[src/rtl/core/nlp_pkg.sv]
// ----------------------------------------------------------------------------
// nlp_pkg
// Shared widths, defaults and result status codes for the next-permutation
// unit.
// ----------------------------------------------------------------------------
package nlp_pkg;

  localparam int BYTE_W      = 8;
  localparam int STATUS_W    = 2;
  localparam int MAX_LEN_DEF = 64;

  localparam logic [STATUS_W-1:0] ST_OK        = 2'd0;
  localparam logic [STATUS_W-1:0] ST_NO_ANSWER = 2'd1;
  localparam logic [STATUS_W-1:0] ST_TOO_LONG  = 2'd2;

endpackage

[src/rtl/core/nlp_store.sv]
// ----------------------------------------------------------------------------
// nlp_store
// Word store: one write port, one read port with registered read data
// that holds while the read enable is low.
// ----------------------------------------------------------------------------
module nlp_store #(
  parameter int DEPTH = nlp_pkg::MAX_LEN_DEF,
  parameter int AW    = $clog2(DEPTH)
) (
  input  logic                      clk,
  input  logic                      we,
  input  logic [AW-1:0]             waddr,
  input  logic [nlp_pkg::BYTE_W-1:0] wdata,
  input  logic                      re,
  input  logic [AW-1:0]             raddr,
  output logic [nlp_pkg::BYTE_W-1:0] rdata
);
  import nlp_pkg::*;

  logic [BYTE_W-1:0] mem [DEPTH];

  always_ff @(posedge clk) begin
    if (we) begin
      mem[waddr] <= wdata;
    end
  end

  always_ff @(posedge clk) begin
    if (re) begin
      rdata <= mem[raddr];
    end
  end

endmodule

[src/rtl/core/next_lexicographic_permutation_unit.sv]
// ----------------------------------------------------------------------------
// next_lexicographic_permutation_unit
// Collects a word byte by byte and returns its next larger permutation.
// ----------------------------------------------------------------------------
// Send a word one byte per transfer on the input stream, tlast on its
// final byte. Bytes are accepted while the unit is loading. After the
// final byte the unit stops accepting and works on the stored word
// through a single read port and a single compare unit: the pivot scan,
// the successor scan, the swap, the suffix reversal pair by pair and
// the readout byte by byte (which waits while the output stalls), all
// paced by the one read port of the word store. For a word of n bytes
// the answer is the n bytes of the next permutation with status ok and
// tlast on the final one; a word with no larger permutation (one byte,
// or non-increasing) yields a single word with status no_answer, and a
// word longer than MAX_LEN a single word with status too_long, both with
// code 0 and tlast set. The output register lets the next word start
// loading while the final result still waits.
// ----------------------------------------------------------------------------
module next_lexicographic_permutation_unit #(
  parameter int MAX_LEN = nlp_pkg::MAX_LEN_DEF
) (
  input  logic                         clk,
  input  logic                         rst,
  // input stream
  input  logic                         s_tvalid,
  output logic                         s_tready,
  input  logic [nlp_pkg::BYTE_W-1:0]   s_tdata,  // [7:0] char_code
  input  logic                         s_tlast,  // last_char
  // output stream
  output logic                         m_tvalid,
  input  logic                         m_tready,
  output logic [nlp_pkg::BYTE_W-1:0]   m_tdata,  // [7:0] out_code
  output logic                         m_tlast,  // out_last
  output logic [nlp_pkg::STATUS_W-1:0] m_tuser   // [1:0] status
);
  import nlp_pkg::*;

  localparam int AW = (MAX_LEN > 1) ? $clog2(MAX_LEN) : 1;
  localparam int LW = $clog2(MAX_LEN + 1);

  // sequencer states
  localparam logic [3:0] S_LOAD   = 4'd0;
  localparam logic [3:0] S_PINIT  = 4'd1;   // read rightmost byte
  localparam logic [3:0] S_PINIT2 = 4'd2;   // latch it
  localparam logic [3:0] S_PRD    = 4'd3;   // pivot scan read
  localparam logic [3:0] S_PCMP   = 4'd4;   // pivot scan compare
  localparam logic [3:0] S_SRD    = 4'd5;   // successor scan read
  localparam logic [3:0] S_SCMP   = 4'd6;   // successor scan compare
  localparam logic [3:0] S_SW1    = 4'd7;   // pivot <= successor byte
  localparam logic [3:0] S_SW2    = 4'd8;   // successor <= pivot byte
  localparam logic [3:0] S_RRDLO  = 4'd9;
  localparam logic [3:0] S_RRDHI  = 4'd10;
  localparam logic [3:0] S_RWR1   = 4'd11;
  localparam logic [3:0] S_RWR2   = 4'd12;
  localparam logic [3:0] S_ERD    = 4'd13;  // readout read
  localparam logic [3:0] S_EOUT   = 4'd14;  // readout to output reg
  localparam logic [3:0] S_EST    = 4'd15;  // single status word

  logic [3:0]          state, state_next;
  logic [LW-1:0]       len, len_next;
  logic                ovf, ovf_next;
  logic [AW-1:0]       idx, idx_next;     // scan index, later hi / successor
  logic [AW-1:0]       lo, lo_next;       // reversal low end, readout index
  logic [AW-1:0]       piv, piv_next;
  logic [BYTE_W-1:0]   piv_val, piv_val_next;
  logic [BYTE_W-1:0]   hold, hold_next;   // right neighbor / successor / temp
  logic [STATUS_W-1:0] st, st_next;

  // output register
  logic                out_valid_next;
  logic [BYTE_W-1:0]   out_code, out_code_next;
  logic                out_last, out_last_next;
  logic [STATUS_W-1:0] out_st, out_st_next;

  // store ports
  logic                we, re;
  logic [AW-1:0]       waddr, raddr;
  logic [BYTE_W-1:0]   wdata, rdata;

  // shared compare unit: read byte against the pivot scan's right neighbor
  // or against the pivot byte
  logic [BYTE_W-1:0]   cmp_b;
  logic                cmp_lt, cmp_gt;

  logic                in_acc, out_free;
  logic                fits;

  nlp_store #(
    .DEPTH (MAX_LEN),
    .AW    (AW)
  ) u_store (
    .clk   (clk),
    .we    (we),
    .waddr (waddr),
    .wdata (wdata),
    .re    (re),
    .raddr (raddr),
    .rdata (rdata)
  );

  assign cmp_b  = (state == S_PCMP) ? hold : piv_val;
  assign cmp_lt = rdata < cmp_b;
  assign cmp_gt = rdata > cmp_b;

  assign s_tready = (state == S_LOAD);
  assign in_acc   = s_tvalid & s_tready;
  assign out_free = ~m_tvalid | m_tready;
  assign fits     = (len < LW'(MAX_LEN));

  always_comb begin
    state_next     = state;
    len_next       = len;
    ovf_next       = ovf;
    idx_next       = idx;
    lo_next        = lo;
    piv_next       = piv;
    piv_val_next   = piv_val;
    hold_next      = hold;
    st_next        = st;
    out_valid_next = m_tvalid & ~m_tready;
    out_code_next  = out_code;
    out_last_next  = out_last;
    out_st_next    = out_st;
    we             = 1'b0;
    waddr          = len[AW-1:0];
    wdata          = s_tdata;
    re             = 1'b0;
    raddr          = idx;

    case (state)
      S_LOAD: begin
        if (in_acc) begin
          if (fits) begin
            we       = 1'b1;
            len_next = len + LW'(1);
          end else begin
            ovf_next = 1'b1;
          end
          if (s_tlast) begin
            if (!fits || ovf) begin
              st_next    = ST_TOO_LONG;
              state_next = S_EST;
            end else if (len_next < LW'(2)) begin
              st_next    = ST_NO_ANSWER;
              state_next = S_EST;
            end else begin
              state_next = S_PINIT;
            end
          end
        end
      end
      S_PINIT: begin
        re         = 1'b1;
        raddr      = AW'(len - LW'(1));
        state_next = S_PINIT2;
      end
      S_PINIT2: begin
        hold_next  = rdata;
        idx_next   = AW'(len - LW'(2));
        state_next = S_PRD;
      end
      S_PRD: begin
        re         = 1'b1;
        state_next = S_PCMP;
      end
      S_PCMP: begin
        if (cmp_lt) begin
          piv_next     = idx;
          piv_val_next = rdata;
          idx_next     = AW'(len - LW'(1));
          state_next   = S_SRD;
        end else if (idx == '0) begin
          st_next    = ST_NO_ANSWER;
          state_next = S_EST;
        end else begin
          hold_next  = rdata;
          idx_next   = idx - AW'(1);
          state_next = S_PRD;
        end
      end
      S_SRD: begin
        re         = 1'b1;
        state_next = S_SCMP;
      end
      S_SCMP: begin
        // always hits by the byte right of the pivot
        if (cmp_gt) begin
          hold_next  = rdata;
          state_next = S_SW1;
        end else begin
          idx_next   = idx - AW'(1);
          state_next = S_SRD;
        end
      end
      S_SW1: begin
        we         = 1'b1;
        waddr      = piv;
        wdata      = hold;
        state_next = S_SW2;
      end
      S_SW2: begin
        we       = 1'b1;
        waddr    = idx;
        wdata    = piv_val;
        lo_next  = piv + AW'(1);
        idx_next = AW'(len - LW'(1));
        if (LW'(piv) + LW'(2) < len) begin
          state_next = S_RRDLO;
        end else begin
          lo_next    = '0;
          state_next = S_ERD;
        end
      end
      S_RRDLO: begin
        re         = 1'b1;
        raddr      = lo;
        state_next = S_RRDHI;
      end
      S_RRDHI: begin
        re         = 1'b1;
        raddr      = idx;
        hold_next  = rdata;
        state_next = S_RWR1;
      end
      S_RWR1: begin
        we         = 1'b1;
        waddr      = lo;
        wdata      = rdata;
        state_next = S_RWR2;
      end
      S_RWR2: begin
        we    = 1'b1;
        waddr = idx;
        wdata = hold;
        if (LW'(lo) + LW'(2) < LW'(idx)) begin
          lo_next    = lo + AW'(1);
          idx_next   = idx - AW'(1);
          state_next = S_RRDLO;
        end else begin
          lo_next    = '0;
          state_next = S_ERD;
        end
      end
      S_ERD: begin
        re         = 1'b1;
        raddr      = lo;
        state_next = S_EOUT;
      end
      S_EOUT: begin
        if (out_free) begin
          out_valid_next = 1'b1;
          out_code_next  = rdata;
          out_st_next    = ST_OK;
          out_last_next  = (LW'(lo) + LW'(1) == len);
          if (LW'(lo) + LW'(1) == len) begin
            len_next   = '0;
            ovf_next   = 1'b0;
            state_next = S_LOAD;
          end else begin
            lo_next    = lo + AW'(1);
            state_next = S_ERD;
          end
        end
      end
      S_EST: begin
        if (out_free) begin
          out_valid_next = 1'b1;
          out_code_next  = '0;
          out_last_next  = 1'b1;
          out_st_next    = st;
          len_next       = '0;
          ovf_next       = 1'b0;
          state_next     = S_LOAD;
        end
      end
      default: begin
        state_next = S_LOAD;
      end
    endcase
  end

  always_ff @(posedge clk) begin
    if (rst) begin
      state    <= S_LOAD;
      len      <= '0;
      ovf      <= 1'b0;
      idx      <= '0;
      lo       <= '0;
      piv      <= '0;
      st       <= ST_OK;
      m_tvalid <= 1'b0;
    end else begin
      state    <= state_next;
      len      <= len_next;
      ovf      <= ovf_next;
      idx      <= idx_next;
      lo       <= lo_next;
      piv      <= piv_next;
      st       <= st_next;
      m_tvalid <= out_valid_next;
    end
  end

  always_ff @(posedge clk) begin
    piv_val  <= piv_val_next;
    hold     <= hold_next;
    out_code <= out_code_next;
    out_last <= out_last_next;
    out_st   <= out_st_next;
  end

  assign m_tdata = out_code;
  assign m_tlast = out_last;
  assign m_tuser = out_st;

endmodule

[config.mk]
export PLATFORM = sky130hd
export DESIGN_NAME = next_lexicographic_permutation_unit
export DESIGN_NICKNAME = d
export VERILOG_FILES = /design/src/rtl/core/nlp_pkg.sv /design/src/rtl/core/nlp_store.sv /design/src/rtl/core/next_lexicographic_permutation_unit.sv
export SDC_FILE = /design/constraint.sdc
export NUM_CORES = 1
export LEC_CHECK = 0
export ABC_CLOCK_PERIOD_IN_PS = 10600
export BUFFER_PORTS_ARGS = -buffer_cell sky130_fd_sc_hd__buf_2
export CAP_MARGIN = 10
export CELL_PAD_IN_SITES_DETAIL_PLACEMENT = 1
export CELL_PAD_IN_SITES_GLOBAL_PLACEMENT = 2
export CORE_MARGIN = 8
export CORE_UTILIZATION = 35
export CTS_CLUSTER_DIAMETER = 150
export DETAILED_ROUTE_END_ITERATION = 6
export GPL_TIMING_DRIVEN = 0
export PLACE_DENSITY_LB_ADDON = 0.05
export SETUP_SLACK_MARGIN = 0.15
export SYNTH_ARGS = -nofsm -noshare
export SYNTH_HDL_FRONTEND = slang
export SYNTH_SLANG_ARGS = --single-unit
[constraint.sdc]
create_clock -name clk -period 10.6 [get_ports clk]
set_input_delay 2.65 -clock clk [delete_from_list [all_inputs] [get_ports clk]]
set_output_delay 2.65 -clock clk [all_outputs]
set_load 0.005 [all_outputs]
# Word-level counts from Yosys, hierarchy flattened

Memories as Yosys holds them, arrays and structs flattened. A register that Yosys moved wholly into a read port is not among the register bits.
Index checks and enable logic that the tools add are counted.

Multipliers: 0
Bitwise gates (word level): 5
$lt $le $gt $ge: 6
Equal/unequal tests: 31
Reduce and logical (&&, ||, !) cells: 26
Shift operators: 0
Add/subtract/negate cells: 9
Muxes and demuxes: 69
Divide/modulo/power cells: 0

Operators by type and width:

| operator                                          | number |
|---|---|
| case mux 4 bit (16 select lines)                  | 1 |
| two-way mux 7 bit                                 | 7 |
| two-way mux 6 bit                                 | 8 |
| two-way mux 8 bit                                 | 6 |
| case mux 8 bit (3 select lines)                   | 2 |
| two-way mux 4 bit                                 | 9 |
| case mux 6 bit (3 select lines)                   | 2 |
| == test 4 bit (second input constant)             | 8 |
| case mux 6 bit (5 select lines)                   | 1 |
| case mux 7 bit (3 select lines)                   | 1 |
| inequality test 2 bit (second input constant)     | 10 |
| two-way mux 2 bit                                 | 9 |
| == test 4 x 3 -> 1 bit (second input constant)    | 4 |
| case mux 8 bit (2 select lines)                   | 1 |
| adder 6 x 2 -> 7 bit (second input constant)      | 2 |
| two-way mux 1 bit                                 | 14 |
| adder 6 x 1 -> 6 bit (second input constant)      | 2 |
| case mux 6 bit (2 select lines)                   | 1 |
| AND reduction 4 bit                               | 3 |
| AND reduction 6 bit                               | 2 |
| subtractor 6 x 1 -> 6 bit (second input constant) | 2 |
| OR reduction 2 bit                                | 5 |
| nonzero test 3 bit                                | 3 |
| == test 4 x 2 -> 1 bit (second input constant)    | 2 |
| other kinds (32)                                  | 41 |

RAM bits: 512
Logic and storage cells: 160
ROM bits: 0
Bits in latches: 0
Memories: 1
Register bits after elaboration: 60

Memory list:

| memory      | words | bits a word | rd ports | clocked after memory_dff | write ports | line            | RTL |
|---|---|---|---|---|---|---|---|
| u_store.mem | 64    | 8           | 1        | 1                        | 1           | nlp_store.sv:20 | `logic [BYTE_W-1:0] mem [DEPTH];` |

# Longest topological paths before layout

Depth in word-level cells: 10
Mapped depth: 16

# Modules after synthesis

From an unflattened synthesis, not the netlist that was laid out.

Cells, all modules: 1480
Area total of the unflattened synthesis: 24828.8 um^2

By module, submodules not included:

| module                              | area an instance (um^2) | seq. area each (um^2) | times used | cells each |
|---|---|---|---|---|
| nlp_store                           | 20246.9                 | 15615.0               | 1          | 940 |
| next_lexicographic_permutation_unit | 4581.9                  | 1471.4                | 1          | 540 |

# Least setup slack after synthesis

No wires, ideal clock.

Kind: in2reg
Start point: input port s_tdata[0] in the netlist's numbering
End point: memory u_store.mem[0][0] (data pin)
Setup time: 0.549 ns
Stages: 2
Arrival: 4.450 ns
Setup slack: 5.601 ns
Path through: nor2_1 -> a21oi_1

Longest elaborated chain between the ends: 1

RTL lines:

| what                             | line                                       | RTL |
|---|---|---|
| from (decl)                      | next_lexicographic_permutation_unit.sv:27  | `input logic [nlp_pkg::BYTE_W-1:0] s_tdata,` |
| case mux 8 bit (3 select lines)  | next_lexicographic_permutation_unit.sv:130 | `case (state)` |
| named net u_store.wdata, one bit | nlp_store.sv:13                            | `input logic [nlp_pkg::BYTE_W-1:0] wdata,` |
| to (decl)                        | nlp_store.sv:20                            |  |

The timed path passes the listed nets, and every way through them passes these cells.

# Final worst setup path

Start point: register len[0]
End point: register u_store.rdata[1] in the netlist's numbering, read port of u_store.mem (data pin)

Longest elaborated chain between the ends: 2

RTL lines:

| what                            | line                                       | RTL |
|---|---|---|
| from (decl)                     | next_lexicographic_permutation_unit.sv:60  | `logic [LW-1:0] len, len_next;` |
| from (signal assigned)          | next_lexicographic_permutation_unit.sv:294 | `len <= len_next;` |
| subtractor 6 x 1 -> 6 bit       | next_lexicographic_permutation_unit.sv:154 | `raddr = AW'(len - LW'(1));` |
| case mux 6 bit (2 select lines) | next_lexicographic_permutation_unit.sv:130 |  |
| to (decl)                       | nlp_store.sv:16                            | `output logic [nlp_pkg::BYTE_W-1:0] rdata` |

No other way between the ends.
A chain may end at the register's enable or synchronous reset.

==> impl_metrics.env <==
export IMPL_outcome="finished, final reports clean"
export IMPL_period_share_pct=52.8
export IMPL_cts_repair_resized=0
export IMPL_fin_skew_ns=0.0148
export IMPL_design_die_area_mm2=0.0800
export IMPL_drive_above_1_share_pct=10.8
export IMPL_rrSetupSlack_ns=5.00
export IMPL_drc=0
export IMPL_synth_warning_count=0
export IMPL_max_freq_mhz=179
export IMPL_whs_ns=0.490
export IMPL_antenna_left=0
export IMPL_worst_hold_path_num_cells=2
export IMPL_pwr_density_cell_mw_per_mm2=315
export IMPL_gp_congestion=0.852
export IMPL_die_w_um=283
export IMPL_netlist_cell_type_count=75
export IMPL_grt_pass1_wl_um=124000
export IMPL_clockBufferDepth=3
export IMPL_tightest_slew_ns=1.22
export IMPL_track_usage_pct=21.6
export IMPL_fin_nets=2039
export IMPL_setup_tns_final_ns=0
export IMPL_synth_async_reset_ratio_pct=0
export IMPL_reg2reg_from="len[0]$_SDFFE_PP0P_"
export IMPL_grt_pass1_vias=17200
export IMPL_synth_top_cell_by_area="edfxtp_1"
export IMPL_synth_top_cell_area_share_pct=65.9
export IMPL_ys_seq_elements=580
export IMPL_relSlewSlack_pct=18.8
export IMPL_reg2regPathDepth=12
export IMPL_p_leak_uw=0.00952
export IMPL_vias_per_cell=5.57
export IMPL_critPathKind="flop to flop"
export IMPL_synth_area_leaders="edfxtp_1, nand2_1, mux4_2, dfxtp_1, nand3_1"
export IMPL_cts_root_buffer="clkbuf_16"
export IMPL_path_clk_slew_ns=0.06
export IMPL_post_cts_buffers=0
export IMPL_worstPathMaxFanout=10
export IMPL_grt_max_degree=37
export IMPL_coreArea_mm2=0.0710
export IMPL_start_kind="flop"
export IMPL_synthCells=1881
export IMPL_rsz0062_at_grt="no"
export IMPL_crit_arrival_ns=5.89
export IMPL_start_util_pct=35.1
export IMPL_fin_crit_ns=5.60
export IMPL_antenna_found_initial=1
export IMPL_hold_buffers=0
export IMPL_drtIter0Drc=1399
export IMPL_vias=16700
export IMPL_ys_seq_area_share_pct=68.6
export IMPL_hpwlAfterDp_um=61200
export IMPL_hold_path_class="flop to flop"
export IMPL_finalHoldViolCount=0
export IMPL_setup_viol_count_final=0
export IMPL_cts_tree="done"
export IMPL_cts_buffers=68
export IMPL_vdd_drop_max_v=0.000180
export IMPL_io_pins=26
export IMPL_fill_cells=7323
export IMPL_drt_total_wl_um=86700
export IMPL_wl_per_cell_um=29.0
export IMPL_min_to="st[1]$_SDFFE_PP0P_"
export IMPL_synth_nets=1924
export IMPL_cts_sinks=580
export IMPL_dr_pass1_iters=7
export IMPL_area_growth_pct=15.2
export IMPL_die_h_um=283
export IMPL_fp_row_count=98
export IMPL_htreeDepth=3
export IMPL_portBuffers=24
export IMPL_slew_violations=0
export IMPL_hold_start="st[1]$_SDFFE_PP0P_"
export IMPL_netlist_area_mm2=0.0249
export IMPL_r2r_end="u_store.rdata[1]$_DFFE_PP_"
export IMPL_synth_edf_count=547
export IMPL_insertion_delay_ns=0.61
export IMPL_end_kind="flop"
export IMPL_ys_flop_type="edfxtp_1"
export IMPL_syn_area_per_cell_um2=13.2
export IMPL_cap_violations=0
export IMPL_grt_overflow_total=0
export IMPL_required_ns=10.89
[worst max-delay path, cell delays in order (launching register included)]
cell,delay (ns)
dfxtp_1,0.43
clkbuf_1,0.42
inv_1,0.13
ha_1,0.41
nor3b_1,0.18
o21ai_2,0.75
and2_1,0.23
clkbuf_1,0.19
buf_2,0.34
buf_1,0.78
mux4_2,0.44
a221oi_1,0.65
o211ai_1,0.29
[synthesized netlist by cell type (6+ instances only)]
library cell / n
a311oi_1: 19
and3_1: 58
buf_2: 18
a41o_1: 7
a22oi_1: 11
o2111ai_1: 7
nor2_1: 128
a21o_1: 10
nor2b_1: 8
o211ai_1: 15
a221o_1: 12
a32o_1: 8
mux2i_1: 22
clkbuf_1: 84
o21ai_1: 6
a221oi_1: 12
edfxtp_1: 547
a31oi_1: 35
nand2_1: 337
a31o_2: 17
inv_1: 23
nand4_1: 8
a32oi_1: 9
and2_1: 12
buf_1: 15
nand3_1: 110
o21a_1: 7
dfxtp_1: 33
nand2b_1: 8
o22a_1: 7
a211oi_1: 50
nor3_1: 13
mux4_2: 30
xnor2_1: 26
ha_1: 30
a222oi_1: 15
a21oi_1: 34
o21ai_0: 27
[report_power, final]
part	switching, µW	total (µW)	internal, µW
clock network	955	2180	1230
registers	78.8	2990	2910
logic	2750	3870	1120
[routing by layer]
metal  up-vias  wire (µm)  track usage, %
met3       126       3420            3.51
met2       336      41600            35.9
met4         0       2220            5.84
met5         -          0               0
met1      8755      39500            29.3
li1       7434          -               -
[worst max path at each step]
stage               depth (start not counted)                           end  slack, ns                 from
finish                                     12    u_store.rdata[1]$_DFFE_PP_       5.00  len[0]$_SDFFE_PP0P_
detailed placement                          6  u_store.mem[50][7]$_DFFE_PP_       4.93             s_tvalid
global placement                            3  u_store.mem[53][2]$_DFFE_PP_       1.58           s_tdata[2]
floorplan                                   2   u_store.mem[0][0]$_DFFE_PP_       5.60           s_tdata[0]
global route                               11    u_store.rdata[6]$_DFFE_PP_       4.85  len[2]$_SDFFE_PP0P_
CTS                                        12    u_store.rdata[0]$_DFFE_PP_       5.07  len[0]$_SDFFE_PP0P_
[area by class of cell]
| type | instances | area (µm²) | area share, % |
|---|---|---|---|
| sequential | 580 | 17100 | 59.5 |
| multi-input combinational | 1156 | 7340 | 25.6 |
| clock buffer | 86 | 1800 | 6.27 |
| tap | 950 | 1190 | 4.14 |
| buffer | 121 | 503 | 1.75 |
| timing repair buffer | 45 | 499 | 1.74 |
| clock inverter | 29 | 196 | 0.684 |
| inverter | 24 | 90.1 | 0.314 |
| antenna | 1 | 2.50 | 0.00872 |
[cells by family (layout without fill, tap and decap cells)]
kind of cell / after synthesis / in the layout / share of synthesized area [%]
mux: 54 / 54 / 3.69
xor+xnor: 31 / 31 / 1.14
simple gates: 704 / 704 / 12.5
buf+inv: 145 / 305 / 2.38
compound gates: 337 / 337 / 10.2
fa+ha+maj: 30 / 30 / 1.51
other cells: 0 / 1 / 0
flops: 580 / 580 / 68.6
[flip-flops by register name (all words and copies together), names as in the netlist]
name,cells
m_tuser,2
piv_val,8
hold,8
ovf,1
len,7
m_tlast,1
state,4
lo,6
u_store.mem,512
st,2
m_tdata,8
piv,6
idx,6
m_tvalid,1
u_store.rdata,8
[through the flow]
| step | util, % | setup WS (ns) | instance area [µm²] | cells | power [µW] |
|---|---|---|---|---|---|
| 2_1_floorplan | - | 5.60 | 24900 | 1881 | 5090 |
| 3_3_place_gp | 36.9 | 1.58 | 26200 | 2855 | 6800 |
| 3_5_place_dp | 37.6 | 4.93 | 26700 | 2876 | 6920 |
| 4_1_cts | 40.4 | 5.07 | 28700 | 2991 | 9120 |
| 5_1_grt | 40.4 | 4.85 | 28700 | 2991 | 9410 |
| 6_report | 40.4 | 5.00 | 28700 | 2992 | 9040 |
[cell usage in the layout, fill, tap and decap left out, types with 13 or more instances in the layout]
cell type | synthesis | routed
edfxtp_1 | 547 | 547
nand2_1 | 337 | 337
nor2_1 | 128 | 127
nand3_1 | 110 | 110
clkbuf_1 | 84 | 100
clkbuf_16 | 0 | 69
and3_1 | 58 | 58
a211oi_1 | 50 | 50
buf_2 | 18 | 42
a31oi_1 | 35 | 35
dfxtp_1 | 33 | 33
mux4_2 | 30 | 30
ha_1 | 30 | 30
o21ai_0 | 27 | 27
a21oi_1 | 34 | 26
xnor2_1 | 26 | 26
inv_1 | 23 | 23
mux2i_1 | 22 | 22
a311oi_1 | 19 | 19
a31o_2 | 17 | 17
buf_1 | 15 | 15
a222oi_1 | 15 | 15
o211ai_1 | 15 | 15
nor3_1 | 13 | 13
clkinv_1 | 1 | 13
buf_12 | 0 | 13
No activity file was read; power rests on OpenSTA's default activity.
